$ cat config.mk
export PLATFORM = sky130hd
export DESIGN_NAME = rrov_back
export DESIGN_NICKNAME = d
export VERILOG_FILES = /design/src/hw/rtl/rrov_pkg.sv /design/src/hw/rtl/rrov_back.sv
export SDC_FILE = /design/constraint.sdc
export NUM_CORES = 2
export LEC_CHECK = 0
export BUFFER_PORTS_ARGS = -buffer_cell sky130_fd_sc_hd__buf_4
export CORE_MARGIN = 10
export CORE_UTILIZATION = 50
export DETAILED_ROUTE_END_ITERATION = 8
export PLACE_DENSITY_LB_ADDON = 0.1
export SKIP_CTS_REPAIR_TIMING = 1
export SYNTH_ARGS = -nofsm -noshare
export SYNTH_HDL_FRONTEND = slang
export SYNTH_SLANG_ARGS = --single-unit
$ cat constraint.sdc
create_clock -name clk -period 5.9 [get_ports clk]
set_input_delay 0.885 -clock clk [delete_from_list [all_inputs] [get_ports clk]]
set_output_delay 0.885 -clock clk [all_outputs]
set_load 0.05 [all_outputs]
$ cat src/hw/rtl/rrov_pkg.sv
// rrov_pkg: types, constants and atan table shared by the outline vertex core
// no dependencies
package rrov_pkg;

    localparam int TABLE_LEN = 24;
    localparam logic [31:0] HALF_PI_Q30 = 32'h6487ED51;
    localparam logic signed [33:0] CORDIC_GAIN_Q30 = 34'sh026DD3B6A;
    localparam logic signed [19:0] OUT_MAX = 20'sd131071;
    localparam logic signed [19:0] OUT_MIN = -20'sd131072;

    localparam logic [2:0] REG_WIDTH = 3'd0;
    localparam logic [2:0] REG_HEIGHT = 3'd1;
    localparam logic [2:0] REG_RADIUS_TL = 3'd2;
    localparam logic [2:0] REG_RADIUS_TR = 3'd3;
    localparam logic [2:0] REG_RADIUS_BR = 3'd4;
    localparam logic [2:0] REG_RADIUS_BL = 3'd5;
    localparam logic [2:0] REG_CORNER_POINTS = 3'd6;

    // cordic state: x, y in q30 with headroom, z angle
    typedef struct packed {
        logic signed [33:0] x;
        logic signed [33:0] y;
        logic signed [33:0] z;
    } cordic_t;

    // per-item side info that rides along the pipe
    typedef struct packed {
        logic        oor;
        logic [1:0]  quad;
        logic [15:0] radius;
        logic signed [17:0] cx;
        logic signed [17:0] cy;
    } side_t;

    function automatic logic [31:0] atan_q30(input int i);
        logic [31:0] t;
        case (i)
            0: t = 32'h3243F6A8;
            1: t = 32'h1DAC6705;
            2: t = 32'h0FADBAFC;
            3: t = 32'h07F56EA6;
            4: t = 32'h03FEAB76;
            5: t = 32'h01FFD55B;
            6: t = 32'h00FFFAAA;
            7: t = 32'h007FFF55;
            8: t = 32'h003FFFEA;
            9: t = 32'h001FFFFD;
            10: t = 32'h000FFFFF;
            11: t = 32'h0007FFFF;
            12: t = 32'h0003FFFF;
            13: t = 32'h0001FFFF;
            14: t = 32'h0000FFFF;
            15: t = 32'h00007FFF;
            16: t = 32'h00003FFF;
            17: t = 32'h00001FFF;
            18: t = 32'h00000FFF;
            19: t = 32'h000007FF;
            20: t = 32'h000003FF;
            21: t = 32'h000001FF;
            22: t = 32'h000000FF;
            23: t = 32'h0000007F;
            default: t = 32'h0;
        endcase
        return t;
    endfunction

endpackage

$ cat src/hw/rtl/rrov_back.sv
// rrov_back: quadrant map, radius multiply, round, add centre, saturate
// depends on rrov_pkg
module rrov_back (
    input  logic              clk,
    input  logic              rst_n,
    input  logic              en,
    input  logic              valid,
    input  rrov_pkg::cordic_t cord,
    input  rrov_pkg::side_t   side,
    output logic              valid_reg,
    output logic signed [17:0] vx_reg,
    output logic signed [17:0] vy_reg,
    output logic              oor_reg
);

    logic signed [33:0] bc;
    logic signed [33:0] bs;

    always_comb
    begin
        case (side.quad)
            2'd0:
            begin
                bc = cord.x;
                bs = cord.y;
            end
            2'd1:
            begin
                bc = -cord.y;
                bs = cord.x;
            end
            2'd2:
            begin
                bc = -cord.x;
                bs = -cord.y;
            end
            default:
            begin
                bc = cord.y;
                bs = -cord.x;
            end
        endcase
    end

    logic              vm_reg;
    logic signed [50:0] pc_reg;
    logic signed [50:0] ps_reg;
    rrov_pkg::side_t    sm_reg;

    always_ff @(posedge clk or negedge rst_n)
    begin
        if (!rst_n)
        begin
            vm_reg <= 1'b0;
            valid_reg <= 1'b0;
        end
        else if (en)
        begin
            vm_reg <= valid;
            valid_reg <= vm_reg;
        end
    end

    always_ff @(posedge clk)
    begin
        if (en)
        begin
            pc_reg <= 51'($signed({1'b0, side.radius}) * bc);
            ps_reg <= 51'($signed({1'b0, side.radius}) * bs);
            sm_reg <= side;
        end
    end

    logic signed [50:0] rc;
    logic signed [50:0] rs;
    logic signed [21:0] vx_w;
    logic signed [21:0] vy_w;

    always_comb
    begin
        rc = (pc_reg + 51'sd536870912) >>> 30;
        rs = (ps_reg + 51'sd536870912) >>> 30;
        vx_w = 22'(sm_reg.cx) + rc[21:0];
        vy_w = 22'(sm_reg.cy) - rs[21:0];
    end

    function automatic logic signed [17:0] sat(input logic signed [21:0] v);
        logic signed [17:0] o;
        if (v > 22'(rrov_pkg::OUT_MAX))
            o = 18'(rrov_pkg::OUT_MAX);
        else if (v < 22'(rrov_pkg::OUT_MIN))
            o = 18'(rrov_pkg::OUT_MIN);
        else
            o = v[17:0];
        return o;
    endfunction

    always_ff @(posedge clk)
    begin
        if (en)
        begin
            oor_reg <= sm_reg.oor;
            vx_reg <= sm_reg.oor ? 18'sd0 : sat(vx_w);
            vy_reg <= sm_reg.oor ? 18'sd0 : sat(vy_w);
        end
    end

endmodule

# Word-level counts from Yosys, hierarchy flattened

Index checks and enable logic that the tools add are counted.

Equal/unequal tests: 2
$lt $le $gt $ge: 4
Add/subtract/negate cells: 6
Reductions and logical operators: 3
Multipliers: 2
Muxes and demuxes: 6

Operators by type and width:

| operator               | number |
|---|---|
| $pmux 34 s3            | 2 |
| $add 51x31->51 const B | 2 |
| $mul 17x34->51         | 2 |
| $neg 34->34            | 2 |
| $gt 22x18->1 const B   | 2 |
| $lt 22x18->1 const B   | 2 |
| $mux 18                | 2 |
| $mux 17                | 2 |
| $add 18x21->22         | 1 |
| $sub 18x21->22         | 1 |
| $reduce_or 2->1        | 2 |
| $eq 2x1->1 const B     | 1 |
| $eq 2x2->1 const B     | 1 |
| $logic_not 2->1        | 1 |

Input port bits: 161
Bits in registers: 178
Logic and storage cells: 35

# Depth between registers and ports, before layout

Word-level depth: 5
Gate-level depth with buffers: 34

# Least setup slack after synthesis

Ideal clock, no wire load.

Path kind: input port to flip-flop
Start: input port cord[70] (netlist bit)
End: register pc_reg[45], data pin
Setup slack: -3.418 ns
Buffers on the path: 4
Stages: 30
Arrival: 9.053 ns
Library setup time: 0.265 ns
Cell sequence: buf_6 -> or4_4 -> or3_1 -> buf_2 -> or4_4 -> nand2b_4 -> or4_4 -> xor2_1 -> mux4_2 -> o31a_2 -> buf_6 -> nand2_1 -> fa_1 -> fa_1 -> fa_1 -> inv_1 -> fa_1 -> fa_1 -> inv_1 -> fa_1 -> inv_1 -> ha_1 -> clkbuf_1 -> nand4_1 -> or3_1 -> or3b_2 -> a31oi_1 -> a31oi_1 -> o21ai_0 -> xor2_1

Word-level cells in the longest chain between the ends: 3

RTL lines:

| element              | RTL line        | RTL |
|---|---|---|
| start, declared      | rrov_back.sv:8  | `input rrov_pkg::cordic_t cord,` |
| $neg 34->34          | rrov_back.sv:34 | `bc = -cord.x;` |
| $pmux 34 s3 (*)      | rrov_back.sv:21 | `case (side.quad)` |
| $mul 17x34->51 (*)   | rrov_back.sv:68 | `pc_reg <= 51'($signed({1'b0, side.radius}) * bc);` |
| end signal, assigned | rrov_back.sv:68 |  |
| end, declared        | rrov_back.sv:46 | `logic signed [50:0] pc_reg;` |

Every way passes the cells marked *; elsewhere a longest branch is shown, timed or not.
A chain may end at the register's enable or synchronous reset.

# Final worst setup path

Start: input port cord[69] (netlist bit)
End: register ps_reg[46], data pin

Word-level cells in the longest chain between the ends: 3

RTL lines:

| element              | RTL line        | RTL |
|---|---|---|
| $neg 34->34          | rrov_back.sv:40 | `bs = -cord.x;` |
| $pmux 34 s3 (*)      | rrov_back.sv:21 |  |
| $mul 17x34->51 (*)   | rrov_back.sv:69 | `ps_reg <= 51'($signed({1'b0, side.radius}) * bs);` |
| end signal, assigned | rrov_back.sv:69 |  |
| end, declared        | rrov_back.sv:47 | `logic signed [50:0] ps_reg;` |

Marks and branches as above.

==> run summary <==
Status -> finished with violations
Violated checks -> setup timing
Die H -> 325 um
Worst Skew -> 0.0195 ns
Req. time, crit path -> 6.13 ns
WL final -> 126000 um
Avg Inst Size Synth -> 8.97 um2
Setup Viol. Count Final -> 44
Seq/Total Area, Yosys -> 7.74%
Placer Congestion -> 0.890
Cell Area, Placed -> 0.0549 mm2
CTS buffer count -> 25
Synth cell types -> 68
Sink Count -> 120
Cells after DPL -> 7042
Min cycle time layout -> 8.66 ns
Synth Flop Type -> edfxtp_1
Worst-path maximum fanout -> 7
Layout Nets -> 7344
Vias in the first global route -> 38909
Yosys top cell area share -> 44.5%
Max FFs per register -> 37
RR Startpoint -> ps_reg[32]
Largest net degree at the start of global routing -> 62
Most Frequent Cell on Critical Path -> fa_1
DP Wirelength -> 109000 um
Vias -> 36756
Final antenna-violating net count -> 0
Final instance area -> 0.0570 mm2
IO Port Bufs -> 164
Setup WS pre-CTS -> -3.42 ns
Pins Over Slew Limit -> 0
CP Launch Type -> input pin
Area leader, netlist -> fa_1
Clock insertion delay at the later pin of the skew report -> 0.49 ns
Vias per cell -> 5.16
Antenna violations before repair -> 13
Max_slew headroom -> 27.5%
Most frequent cells in the layout -> inv_1, fa_1, buf_4, nand2_1, and2_1
DRC -> 0
CORE AREA -> 0.0919 mm2
CP Capture Type -> register
Worst min-delay path category -> in -> async
Layout cells sized above 1 -> 22.3%
Die area -> 0.105 mm2
Post-Synthesis Cells -> 5175
WL per Instance -> 17.7 um
I/O Pins -> 199
Post-synth EDFFs -> 118
All-Layer GR Usage -> 24.2%
Layout fillers -> 8058
WP data arrival -> 8.89 ns
Htree depth -> 4
Die X -> 325 um
Critical path class -> in -> reg
Worst Reg-to-Reg Cells -> 14
First-pass DRT Iterations -> 5
Layout area overhead -> 22.7%
Asr flop ratio synth -> 1.67%
Clk buf depth -> 3
Initial core utilization -> 50.5%
Worst slew pin tran -> 1.09 ns
Final Worst Setup Slack -> -2.76 ns
CTS tree -> done
Final worst-path cycle share -> 147%
Synth Register Bits -> 120
Mapped Nets -> 6652
Fin. Hold Viols -> 0
Max-cap violations -> 0
Commonest non-fill, non-tap cell in the layout -> inv_1
Syn Std Cell Area -> 0.0464 mm2
YS warnings -> 0
CP max stage cell -> or4_4
CTS root buffer -> clkbuf_16
FMAX -> 115 MHz
Final hold slack -> 0.170 ns
Post-route insts no fill -> 7119
First-pass GRT wire length -> 208000 um
FF-to-FF End -> vy_reg[11]
Reg clk slew, reported paths -> 0.05 ns
RSZ-0062 raised after global routing -> true
FP Rows -> 111
GR Overflow Total -> 0
R2R Setup Slk -> 0.94 ns
Ranking of synthesized cells by area -> fa_1, inv_1, ha_1
Crit path largest cell delay -> 0.52 ns
DRT iter0 DRCs -> 2075
## per-layer routing
metal	GRT usage [%]	wire, um	part of all wire [%]	vias to the layer above
li1	-	-	-	17034
met1	35.4	57400	46	18555
met2	38.0	56400	45	1036
met3	5.01	10300	8.2	111
met4	2.97	1490	1.2	20
met5	0	115	0.091	-
## cell usage after synthesis (all sizes together), types with 21 or more instances
master	number
a211oi	31
a21o	74
nor2	113
xor2	57
ha	284
and2	384
o21ai	90
nand3	45
nand2	788
nand4	21
nor2b	43
or3	21
edfxtp	118
clkbuf	228
o31ai	21
inv	1218
fa	1032
and3	43
a31oi	21
nor3	42
xnor2	105
nand2b	25
mux4	33
a21oi	124
## cell type report
class	count	area (um2)	area share (%)
tap	1243	1560	2.73
clock inverter	6	51.3	0.0900
sequential	120	3590	6.31
antenna	3	7.51	0.0132
inverter	1218	4570	8.03
multi-input combinational	3589	39000	68.5
clock buffer	27	633	1.11
timing repair buffer	913	7530	13.2
## worst max-delay path by stage
| stage | from | to | slack, ns | cells after the start |
|---|---|---|---|---|
| floorplan | cord[70] | pc_reg[46] | -3.03 | 30 |
| global placement | cord[69] | pc_reg[46] | -3.31 | 29 |
| detailed placement | cord[69] | pc_reg[50] | -3.42 | 29 |
| CTS | cord[69] | pc_reg[50] | -2.92 | 29 |
| global route | cord[69] | pc_reg[48] | -2.99 | 32 |
| finish | cord[69] | ps_reg[46] | -2.76 | 30 |
## worst max-delay path: cells and delay by family
family	cells	cell delay [ns]
and+or+nand+nor	10	2.89
AOI/OAI and AO/OA	5	0.86
xor gates and xnor gates	2	0.27
muxes	1	0.47
adders and majority gates	7	3.19
buffers and inverters	5	0.31
## kinds of logic (layout without fill, tap and decap cells)
logic type | Yosys count | count (layout) | synth area share [%]
AND/OR/NAND/NOR | 1586 | 1586 | 16.5
buffers and inverters | 1466 | 2164 | 11.9
adder cells (fa/ha/maj) | 1316 | 1316 | 52.1
AO/OA/AOI/OAI | 475 | 475 | 6.71
XOR/XNOR | 162 | 162 | 3.06
flip-flops | 120 | 120 | 7.74
multiplexers | 50 | 50 | 1.99
other | 0 | 3 | 0
## per-stage QoR
stage | util [%] | setup TNS [ns]
after global routing | 62.0 | -117.46
after floorplan | - | -111.02
final | 62.0 | -109.34
after detailed placement | 59.7 | -136.53
after global placement | 59.7 | -134.25
after CTS | 60.4 | -115.03
Power is left out: the tool's default activity adds up to more than one toggle a clock period on the data nets, which glitch-free logic cannot reach.
