**config.mk**
```make
export PLATFORM = sky130hd
export DESIGN_NAME = rrov_cordic_stage
export DESIGN_NICKNAME = d
export VERILOG_FILES = /design/src/hw/rtl/rrov_pkg.sv /design/src/hw/rtl/rrov_cordic_stage.sv
export SDC_FILE = /design/constraint.sdc
export NUM_CORES = 1
export LEC_CHECK = 0
export ABC_AREA = 1
export BUFFER_PORTS_ARGS = -buffer_cell sky130_fd_sc_hd__buf_2
export CORE_UTILIZATION = 40
export CTS_CLUSTER_DIAMETER = 100
export DETAILED_ROUTE_END_ITERATION = 10
export MAX_ROUTING_LAYER = met4
export PLACE_DENSITY = 0.72
export SYNTH_ARGS = -nofsm -noshare
export SYNTH_HDL_FRONTEND = slang
export SYNTH_SLANG_ARGS = --single-unit
```
**constraint.sdc**
```tcl
create_clock -name clk -period 1.25 [get_ports clk]
set_clock_uncertainty 0.1 [all_clocks]
set_input_delay 0 -clock clk [delete_from_list [all_inputs] [get_ports clk]]
set_output_delay 0 -clock clk [all_outputs]
set_load 0.02 [all_outputs]
```
**src/hw/rtl/rrov_pkg.sv**
```systemverilog
// rrov_pkg: types, constants and atan table shared by the outline vertex core
// no dependencies
package rrov_pkg;

    localparam int TABLE_LEN = 24;
    localparam logic [31:0] HALF_PI_Q30 = 32'h6487ED51;
    localparam logic signed [33:0] CORDIC_GAIN_Q30 = 34'sh026DD3B6A;
    localparam logic signed [19:0] OUT_MAX = 20'sd131071;
    localparam logic signed [19:0] OUT_MIN = -20'sd131072;

    localparam logic [2:0] REG_WIDTH = 3'd0;
    localparam logic [2:0] REG_HEIGHT = 3'd1;
    localparam logic [2:0] REG_RADIUS_TL = 3'd2;
    localparam logic [2:0] REG_RADIUS_TR = 3'd3;
    localparam logic [2:0] REG_RADIUS_BR = 3'd4;
    localparam logic [2:0] REG_RADIUS_BL = 3'd5;
    localparam logic [2:0] REG_CORNER_POINTS = 3'd6;

    // cordic state: x, y in q30 with headroom, z angle
    typedef struct packed {
        logic signed [33:0] x;
        logic signed [33:0] y;
        logic signed [33:0] z;
    } cordic_t;

    // per-item side info that rides along the pipe
    typedef struct packed {
        logic        oor;
        logic [1:0]  quad;
        logic [15:0] radius;
        logic signed [17:0] cx;
        logic signed [17:0] cy;
    } side_t;

    function automatic logic [31:0] atan_q30(input int i);
        logic [31:0] t;
        case (i)
            0: t = 32'h3243F6A8;
            1: t = 32'h1DAC6705;
            2: t = 32'h0FADBAFC;
            3: t = 32'h07F56EA6;
            4: t = 32'h03FEAB76;
            5: t = 32'h01FFD55B;
            6: t = 32'h00FFFAAA;
            7: t = 32'h007FFF55;
            8: t = 32'h003FFFEA;
            9: t = 32'h001FFFFD;
            10: t = 32'h000FFFFF;
            11: t = 32'h0007FFFF;
            12: t = 32'h0003FFFF;
            13: t = 32'h0001FFFF;
            14: t = 32'h0000FFFF;
            15: t = 32'h00007FFF;
            16: t = 32'h00003FFF;
            17: t = 32'h00001FFF;
            18: t = 32'h00000FFF;
            19: t = 32'h000007FF;
            20: t = 32'h000003FF;
            21: t = 32'h000001FF;
            22: t = 32'h000000FF;
            23: t = 32'h0000007F;
            default: t = 32'h0;
        endcase
        return t;
    endfunction

endpackage

```
**src/hw/rtl/rrov_cordic_stage.sv**
```systemverilog
// rrov_cordic_stage: one registered cordic rotation step with side info
// depends on rrov_pkg
module rrov_cordic_stage #(
    parameter int STEP = 0
) (
    input  logic             clk,
    input  logic             rst_n,
    input  logic             en,
    input  logic             valid,
    input  rrov_pkg::cordic_t cin,
    input  rrov_pkg::side_t   sin,
    output logic             valid_reg,
    output rrov_pkg::cordic_t cout_reg,
    output rrov_pkg::side_t   sout_reg
);

    localparam logic signed [33:0] ATAN = $signed({2'b00, rrov_pkg::atan_q30(STEP)});

    rrov_pkg::cordic_t c_next;
    logic signed [33:0] dx;
    logic signed [33:0] dy;

    always_comb
    begin
        dx = cin.y >>> STEP;
        dy = cin.x >>> STEP;
        if (!cin.z[33])
        begin
            c_next.x = cin.x - dx;
            c_next.y = cin.y + dy;
            c_next.z = cin.z - ATAN;
        end
        else
        begin
            c_next.x = cin.x + dx;
            c_next.y = cin.y - dy;
            c_next.z = cin.z + ATAN;
        end
    end

    always_ff @(posedge clk or negedge rst_n)
    begin
        if (!rst_n)
            valid_reg <= 1'b0;
        else if (en)
            valid_reg <= valid;
    end

    always_ff @(posedge clk)
    begin
        if (en)
        begin
            cout_reg <= c_next;
            sout_reg <= sin;
        end
    end

endmodule

```
Yosys cells after proc, flatten, opt, wreduce, memory -nomap -nowiden

Index checks and enable logic that the tools add are counted.

Add/sub/neg operators: 5
Multiplexer cells: 1

Operator list:

| operator               | number |
|---|---|
| $mux 102               | 1 |
| $sub 34x34->34         | 2 |
| $add 34x31->34 const B | 1 |
| $add 34x34->34         | 1 |
| $sub 34x31->34 const B | 1 |

Flip-flop bits (word level): 158
Input bits: 161
Output and inout port bits: 158
Logic and storage cells: 15

Depth between registers and ports, before layout

Gate-level depths: netlist of run 1.

Depth after elaboration: 2
Depth in mapped cells: 17
Depth with buffers taken out: 16

Worst setup path after synthesis of run 1

Ideal clock, no wire load.

Path kind: input port to flip-flop
From: in cin[33] in the netlist's numbering
To: reg cout_reg[19] in the netlist's numbering, data pin
Library setup time: 259 ps
Arrival time: 1721 ps
Data required time: 891 ps
Path slack: -830 ps
Stages: 12
Path buffers: 2
Cell sequence: clkbuf_1 > inv_2 > buf_4 > ha_1 > a21oi_1 > o21bai_1 > a21o_1 > nand2_1 > nand2_1 > nand2_1 > nand2_1 > xor2_1

RTL lines:

| what                 | RTL line                | source |
|---|---|---|
| start, declared      | rrov_cordic_stage.sv:10 | `input rrov_pkg::cordic_t cin,` |
| end signal, assigned | rrov_cordic_stage.sv:53 | `cout_reg <= c_next;` |
| end, declared        | rrov_cordic_stage.sv:13 | `output rrov_pkg::cordic_t cout_reg,` |

==> impl_metrics.yaml, run 1 <==
outcome:
  status: "finished, violations left"
  violations: "negative hold slack, negative setup slack"
timing:
  tightestPinTransition_ps: 820
  setup_slack_ps: -505
  hold_viol_final: 2
  finalCriticalPeriod_ps: 1750
  min_period_over_period_pct: 140
  fin_tns_setup_ps: -20770
  setup_viol: 88
  rsz0062_at_grt: "yes"
  fin_hold_ws_ps: -138
  slew_viol_final: 0
  relSlewSlack_pct: 45.3
  fmax_mhz: 570
floorplan:
  fp.coreArea_um2: 33600
  initial_core_util_pct: 40.8
  die_x_um: 187
  die_height_um: 187
  io_pins: 319
  rows: 67
  dieArea_um2: 35000
finish:
  layout-drive-gt1-share_pct: 56.0
  fill_cells: 2258
  largest_reg_flops: 101
  final_common_cell: "buf_4"
  final_cell_area_um2: 25200
  area_growth_pct: 84.0
  layout_common_cells: "367 x buf_4, 319 x nand2_1, 282 x buf_2, 162 x inv_1, 156 x edfxtp_1"
  fin_cells: 3157
  nets: 2987
  fin_util_pct: 75.0
hold_path:
  min_from: "cin[3]"
  hold_path.class: "in -> reg"
routing:
  drc: 0
  first_iter_violations: 1528
  vias: 17400
  wl_per_cell_um: 21.3
  drt_first_pass_iters: 9
  drt.antenna.violating_nets: 0
  viasPerCell: 5.50
  totalWireLength_um: 67200
yosys:
  yosysSeqAreaShare_pct: 34.4
  yosys_warnings: 0
  synth_edf_count: 156
  async_flop_share_pct: 0.637
  netlist_area_um2: 13700
  avgSynthCellArea_um2: 7.28
  syn_nets: 2175
  synthCells: 1882
  synth_ff_type: "edfxtp_1"
  ys_ff_latch: 157
  yosysUniqueCellTypes: 45
grt:
  grt_pass1_vias: 17300
  globalRouteOverflowTotal: 0
  grt_max_degree: 74
  grt_pass1_wl_um: 94000
  grt_util_all_layers_pct: 35.8
  antenna_found_initial: 2
critical_path:
  cp.required_ps: 1380
  cp-start-kind: "input pin"
  critPathLaunch: "cin[74]"
  critPathSlowestCell: "ha_4"
  cp-end-kind: "flop"
  crit_fanout: 8
  setup.worst_path.class: "in -> reg"
  crit_arrival_ps: 1880
  worstReg2RegStart: "valid_reg$_DFFE_PN0P_"
  max_stage_delay_ps: 300
  path_cells: "buf_8 > ha_4 > clkinvlp_4 > nand2_8 > buf_6 > nor3_4 > nand2_2 > nand2_4 > nand3_4 > nand2_4 > nand2_4 > nand2_1 > nand2_1 > nand3_1 > nand2_1"
clocking:
  cts_tree: "yes"
  clk_latency_ps: 470
  cts_buffers: 17
  hold_buffers: 69
  clockRootBuffer: "clkbuf_16"
  clkSinkCount: 157
  path_clk_slew_ps: 100
  htree_levels: 4
  clockBufferDepth: 2
power:
  leakage_nw: 11.5
  max-vdd-ir-drop_mv: 1.16
  finalPower_mw: 24.8
  power.density_nw_per_um2: 982
run:
  drv_cap: 0
place:
  place_congestion: 1.01
  dpl-instance-area_um2: 20000
  io_buffers: 318
  dp_cells: 2972
  dpl_worst_slack_ps: -974
  hpwl_um: 44500
routing by layer:
metal  up-vias  share of wire [%]  GRT usage [%]
met2       978                 49           62.2
met1      8209                 37           40.5
li1       7864                  -              -
met3       313                7.2           5.44
met5         -                  0              -
met4         0                6.2           16.4
synthesized netlist by cell type, drive strengths merged, types with 7 or more instances:
| master | count | area [um^2] |
|---|---|---|
| a21o | 10 | 75.1 |
| a21oi | 150 | 758 |
| buf | 40 | 295 |
| edfxtp | 156 | 4680 |
| ha | 128 | 1600 |
| inv | 252 | 946 |
| nand2 | 525 | 1990 |
| nand3 | 186 | 946 |
| nand3b | 7 | 52.6 |
| nand4 | 17 | 106 |
| nor2 | 168 | 648 |
| nor3 | 23 | 120 |
| o21ai | 116 | 596 |
| o21bai | 13 | 97.6 |
| xor2 | 47 | 412 |
worst paths after layout:
kind,slack [ps],endpoint,cells past startpoint
max in group asynchronous,600,valid_reg$_DFFE_PN0P_,3
min,-140,cout_reg[4]$_DFFE_PP_,2
min reg2reg,480,valid_reg$_DFFE_PN0P_,1
max reg2reg,350,valid_reg$_DFFE_PN0P_,1
min in group asynchronous,320,valid_reg$_DFFE_PN0P_,3
max,-500,cout_reg[99]$_DFFE_PP_,15
critical path, delay by kind of cell:
family / cells / cell delay (ps)
fa+ha+maj: 1 / 300
buf+inv: 3 / 380
simple gates: 11 / 1190
cell type report:
cell class	count	area (um^2)	area share, %
Inverter	252	1110	4.39
Timing Repair Buffer	838	6510	25.8
Clock inverter	15	205	0.814
Antenna cell	2	5.00	0.0198
Clock buffer	17	425	1.69
Tap cell	448	561	2.22
Multi-Input combinational cell	1428	11700	46.4
Sequential cell	157	4710	18.7
logic make-up after synthesis:
family / count (synthesis) / synth area share, %
xor+xnor: 48 / 3.07
simple gates: 937 / 28.8
compound gates: 310 / 12.2
mux: 1 / 0.0822
buf+inv: 297 / 9.20
fa+ha+maj: 132 / 12.3
flops: 157 / 34.4
what timing repair did:
action / in CTS / in global routing
resized for setup: 505 / 258
buffers inserted: 55 / 37
pin swaps: 172 / 146
setup endpoints to repair: 87 / 90
endpoints found under the hold margin: 125 / 2
gates cloned: 1 / 0
power breakdown:
group | total, mW | internal [mW] | switching, mW
Clock | 5.81 | 2.92 | 2.89
Sequential | 6.87 | 6.61 | 0.259
Combinational | 12.1 | 5.12 | 6.95
Total | 24.8 | 14.7 | 10.1
Note: power is estimated with default switching activity, not from simulation.
==> run 2, diff against run 1 <==
--- a/config.mk
+++ b/config.mk
@@ -7,6 +7,7 @@
 export LEC_CHECK = 0
 export ABC_AREA = 1
 export BUFFER_PORTS_ARGS = -buffer_cell sky130_fd_sc_hd__buf_2
+export CORE_MARGIN = 10
 export CORE_UTILIZATION = 40
 export CTS_CLUSTER_DIAMETER = 100
 export DETAILED_ROUTE_END_ITERATION = 10
==> impl_metrics.yaml, run 2 (synthesis results as in run 1) <==
outcome:
  status: "finished, violations left"
  violations: "negative hold slack, negative setup slack"
clocking:
  clk_latency_ps: 450
  cts_tree: "yes"
  hold_buffers: 68
  htree_levels: 4
  path_clk_slew_ps: 70
  clockBufferDepth: 2
  clockRootBuffer: "clkbuf_16"
  cts_buffers: 17
  clkSinkCount: 157
place:
  io_buffers: 318
  hpwl_um: 47900
  dpl-instance-area_um2: 20100
  dpl_worst_slack_ps: -880
  place_congestion: 0.978
power:
  p_int_mw: 14.8
  power.density_nw_per_um2: 963
  clkPwrFrac_pct: 21.6
  swShare_pct: 40.8
  p_comb_share_pct: 50.8
  max-vdd-ir-drop_mv: 1.11
  p_seq_share_pct: 27.6
  leakage_nw: 12.0
  power.switching_mw: 10.2
grt:
  grt_pass1_vias: 17400
  grt_util_all_layers_pct: 30.1
  grt_max_degree: 61
  antenna_found_initial: 1
  grt_pass1_wl_um: 95900
  globalRouteOverflowTotal: 0
critical_path:
  path_cells: "buf_8 > buf_4 > ha_1 > inv_1 > o21ai_1 > nand2_1 > nand2_1 > inv_1 > nand2_2 > nand2_2 > nand2_4 > buf_6 > nand2_2 > nand3b_1 > o21ai_2"
  max_stage_delay_ps: 260
  crit_arrival_ps: 1830
  cpMostUsedCell: "nand2_2"
  regToRegSetupSlack_ps: 380
  cp-start-kind: "input pin"
  crit_fanout: 4
  reg2reg_depth: 1
  cp.required_ps: 1350
  r2r-end: "valid_reg$_DFFE_PN0P_"
  cp-end-kind: "flop"
  worstReg2RegStart: "valid_reg$_DFFE_PN0P_"
  setup.worst_path.class: "in -> reg"
  critPathSlowestCell: "ha_1"
hold_path:
  hold_path.class: "in -> reg"
  hold_depth: 2
  whs_endpoint: "cout_reg[4]$_DFFE_PP_"
  min_from: "cin[4]"
finish:
  final_cell_area_um2: 25900
  final_common_cell: "buf_4"
  layout_common_cells: "396 x buf_4, 285 x nand2_1, 280 x buf_2, 160 x inv_1, 156 x edfxtp_1"
  nets: 3032
  area_growth_pct: 88.9
  fill_cells: 2034
  layout-drive-gt1-share_pct: 58.9
  largest_reg_flops: 101
timing:
  min_period_over_period_pct: 139
  relSlewSlack_pct: 60.8
  slew_viol_final: 0
  setup_slack_ps: -483
  setup_viol: 88
  fin_tns_setup_ps: -23900
  finalCriticalPeriod_ps: 1730
  fmax_mhz: 577
  hold_viol_final: 1
  fin_hold_ws_ps: -69.0
  rsz0062_at_grt: "yes"
  tightestPinTransition_ps: 588
floorplan:
  die_x_um: 205
  rows: 67
  fp.coreArea_um2: 33700
  die_height_um: 205
  initial_core_util_pct: 40.7
  io_pins: 319
  dieArea_um2: 42100
routing:
  drt_first_pass_iters: 9
  first_iter_violations: 1725
  totalWireLength_um: 72600
  drc: 0
  vias: 18300
  wl_per_cell_um: 22.7
  drt.antenna.violating_nets: 0
  viasPerCell: 5.71
run:
  drv_cap: 0
-- run 2: layout make-up --
type | count | area, um^2 | area share [%]
diodes | 1 | 2.50 | 0.00967
clock buffers | 17 | 425 | 1.64
clock inverters | 14 | 151 | 0.585
inverters | 252 | 1140 | 4.39
multi-input cells | 1428 | 12000 | 46.5
flip-flops and latches | 157 | 4710 | 18.2
well taps | 448 | 561 | 2.16
repair buffers | 882 | 6860 | 26.5
repair inverters | 1 | 16.3 | 0.0628
-- run 2: metal layers --
metal	GRT usage (%)	vias up	wire, um
met3	5.34	451	6730
met1	33.5	8545	25700
met5	-	-	0
met4	13.6	0	5250
li1	-	7945	-
met2	51.7	1316	34900
-- run 2: worst max path at each step --
stage               startpoint                endpoint  slack (ps)  cells past startpoint
floorplan              cin[33]  cout_reg[29]$_DFFE_PP_        -500                     14
global placement       cin[93]  cout_reg[63]$_DFFE_PP_        -850                     11
detailed placement     cin[93]  cout_reg[63]$_DFFE_PP_        -880                     11
CTS                    cin[42]  cout_reg[63]$_DFFE_PP_        -240                     15
global route           cin[46]  cout_reg[61]$_DFFE_PP_        -550                     13
finish                 cin[38]  cout_reg[50]$_DFFE_PP_        -480                     15
-- run 2: power groups by stage --
stage          logic [mW]  clock network, mW  registers [mW]
2_1_floorplan        4.39                  0            7.74
3_3_place_gp         9.03                  0            6.94
3_5_place_dp         9.17                  0            6.96
4_1_cts              10.7               5.36            6.85
5_1_grt              13.3               5.61            6.92
6_report             12.7               5.38            6.88
-- run 2: critical path, delay by kind of cell --
kind                       cells  cell delay [ps]
AOI/OAI and AO/OA              2              290
and+or+nand+nor                7              720
buffers and inverters          5              550
adders and majority gates      1              260
-- run 2: what timing repair did --
item | in CTS | in global routing
gates cloned | 3 | 0
setup endpoints to repair | 88 | 92
pin swaps | 187 | 240
hold endpoints to repair | 83 | 1
buffers inserted | 62 | 71
gates resized for setup | 440 | 481
-- run 2: stage by stage --
step                      hold WS [ps]  utilization [%]  instances  power [mW]
after CTS                        -99.8             70.1       3145        22.9
after global routing             -84.7             76.8       3200        25.8
final                            -69.0             76.8       3200        24.9
after detailed placement          -317             59.6       2987        16.1
after floorplan                   -396                -       1882        12.1
after global placement            -324             59.6       2987        16.0
==> run 3, diff against run 2 <==
--- a/config.mk
+++ b/config.mk
@@ -5,14 +5,14 @@
 export SDC_FILE = /design/constraint.sdc
 export NUM_CORES = 1
 export LEC_CHECK = 0
-export ABC_AREA = 1
+export ABC_AREA = 0
 export BUFFER_PORTS_ARGS = -buffer_cell sky130_fd_sc_hd__buf_2
 export CORE_MARGIN = 10
 export CORE_UTILIZATION = 40
 export CTS_CLUSTER_DIAMETER = 100
 export DETAILED_ROUTE_END_ITERATION = 10
 export MAX_ROUTING_LAYER = met4
-export PLACE_DENSITY = 0.72
+export PLACE_DENSITY = 0.73
 export SYNTH_ARGS = -nofsm -noshare
 export SYNTH_HDL_FRONTEND = slang
 export SYNTH_SLANG_ARGS = --single-unit
==> impl_metrics.yaml, run 3 <==
outcome:
  status: "finished, violations left"
  violations: "negative setup slack"
run:
  drv_cap: 0
routing:
  drt_first_pass_iters: 5
  totalWireLength_um: 55700
  top_layer_used: "met4"
  vias: 14000
  wl_met2_um: 27800
  route.met3.wl_um: 4090
  drt-met1-wl_um: 22100
  first_iter_violations: 1230
  wl_per_cell_um: 21.8
  drt.antenna.violating_nets: 0
  viasPerCell: 5.48
  drc: 0
place:
  dpl-instance-area_um2: 18100
  place_congestion: 1.00
  dp_cells: 2373
  io_buffers: 318
  hpwl_um: 40700
critical_path:
  regToRegSetupSlack_ps: 410
  setup.worst_path.class: "in -> reg"
  reg2reg_depth: 1
  cp-end-kind: "flop"
  worstReg2RegStart: "valid_reg$_DFFE_PN0P_"
  crit_fanout: 4
  crit_arrival_ps: 2400
  r2r-end: "valid_reg$_DFFE_PN0P_"
  cp-start-kind: "input pin"
  cp.required_ps: 1340
yosys:
  ys_ff_latch: 157
  synth_top_area_share_pct: 38.4
  yosysSeqAreaShare_pct: 38.6
  synthAdderAreaFrac_pct: 13.8
  yosys.area.top_type: "edfxtp_1"
  synth-xor-area-share_pct: 5.95
  synth_top_family_by_area: "compound AO/OA/AOI/OAI gates"
  synthMuxAreaShare_pct: 1.57
  avgSynthCellArea_um2: 9.58
  async_flop_share_pct: 0.637
  yosysMostFrequentCell: "edfxtp_1"
  synth_edf_count: 156
  synth_ff_type: "edfxtp_1"
  synthCells: 1275
  yosysUniqueCellTypes: 79
  synth_area_leaders: "edfxtp_1 38%, ha_1 13%, a21oi_1 5.2%"
  synth_compound_area_share_pct: 22.7
  synthSimpleGateAreaFrac_pct: 12.0
  netlist_area_um2: 12200
  yosys_warnings: 0
  yosys-top-cells-count: "156 x edfxtp_1, 128 x ha_1, 127 x a21oi_1"
  syn_nets: 1568
finish:
  fin_util_pct: 73.7
  final_cell_area_um2: 22000
  nets: 2447
  layout_common_cells: "445 x buf_4, 297 x buf_2, 156 x edfxtp_1, 88 x ha_1, 84 x a21oi_1"
  largest_reg_flops: 101
  fin_cells: 2558
  final_common_cell: "buf_4"
  fill_cells: 1964
  area_growth_pct: 80.4
  layout-drive-gt1-share_pct: 55.2
timing:
  hold_viol_final: 0
  rsz0062_at_grt: "yes"
  slew_viol_final: 0
  fin_tns_setup_ps: -62440
  setup_slack_ps: -1060
  finalCriticalPeriod_ps: 2310
  relSlewSlack_pct: 60.4
  fmax_mhz: 432
  setup_viol: 86
  tightestPinTransition_ps: 594
  min_period_over_period_pct: 185
clocking:
  clkSinkCount: 157
  path_clk_slew_ps: 70
  cts_buffers: 17
  clk_latency_ps: 440
  htree_levels: 4
  clockRootBuffer: "clkbuf_16"
  clockBufferDepth: 2
  cts_tree: "yes"
power:
  leakage_nw: 9.84
  max-vdd-ir-drop_mv: 0.677
  power.density_nw_per_um2: 1020
  finalPower_mw: 22.4
floorplan:
  die_height_um: 195
  fp.coreArea_um2: 29900
  rows: 63
  die_x_um: 195
  io_pins: 319
  dieArea_um2: 37900
  initial_core_util_pct: 40.9
hold_path:
  hold_depth: 4
  hold_path.class: "in -> reg"
  min_from: "cin[10]"
  whs_endpoint: "cout_reg[10]$_DFFE_PP_"
grt:
  grt_pass1_wl_um: 83100
  grt_pass1_vias: 14100
  antenna_found_initial: 0
  globalRouteOverflowTotal: 0
  grt_max_degree: 58
  grt_util_all_layers_pct: 28.3
==> run 3: cell types whose count changed after synthesis, moves of 21 or more <==
cell / delta
xor2_1: -32
a21oi_1: -21
nand2_1: -462
nand3_1: -158
o21ai_0: -37
a21o_1: +28
nor2_1: -62
xnor2_1: +67
inv_1: -135
a211oi_1: +21
==> run 3: through the flow <==
step / hold slack, ps / setup slack [ps]
2_1_floorplan: -396 / -1680
3_3_place_gp: -325 / -1780
3_5_place_dp: -324 / -1840
4_1_cts: 10.6 / -1040
5_1_grt: 45.3 / -1110
6_report: 44.1 / -1060
==> run 3: cells by family after synthesis <==
family,Yosys count
mux,19
simple gates,300
xor+xnor,83
compound gates,417
buf+inv,167
flops,157
fa+ha+maj,132
==> run 3: area by class of cell <==
cell class / count / area (um^2) / area share [%]
sequential: 157 / 4710 / 21.4
tap: 390 / 488 / 2.22
clock buffer: 17 / 425 / 1.93
inverter: 115 / 531 / 2.41
antenna: 1 / 2.50 / 0.0114
multi-input combinational: 951 / 8890 / 40.4
clock inverter: 15 / 159 / 0.721
timing repair buffer: 912 / 6820 / 30.9
==> run 3: power by group <==
group | switching, mW | internal [mW] | total [mW]
Sequential | 0.315 | 6.72 | 7.04
Clock | 2.55 | 2.68 | 5.23
Combinational | 5.47 | 4.70 | 10.2
Total | 8.34 | 14.1 | 22.4
==> run 3: worst max-delay path by stage <==
| stage | start | endpoint |
|---|---|---|
| final | cin[33] | cout_reg[29]$_DFFE_PP_ |
| after global routing | cin[33] | cout_reg[29]$_DFFE_PP_ |
| after CTS | cin[46] | cout_reg[51]$_DFFE_PP_ |
| after detailed placement | cin[55] | cout_reg[100]$_DFFE_PP_ |
| after global placement | cin[55] | cout_reg[100]$_DFFE_PP_ |
| after floorplan | cin[33] | cout_reg[29]$_DFFE_PP_ |
==> run 3: critical path, stage by stage <==
cell and delay [ps]:
buf_12 100, clkinv_8 50, fa_2 370, a211oi_2 230, nor2_2 80, o31a_1 290, a211o_1 310, a311o_1 360
a21oi_4 200, nor3_2 50, or3b_1 350
==> run 3: what timing repair did <==
item	CTS	global route
gates resized for setup	280	169
pin swaps	165	127
endpoints found under the hold margin	118	0
hold buffers	67	0
buffers inserted	64	42
endpoints found under the setup margin	87	87
==> run 3: metal layers <==
metal  vias up  global-route usage, %
met5         -                      -
met4         0                   8.26
met3       120                   4.92
met2       686                   48.1
met1      6766                   33.7
li1       6444                      -
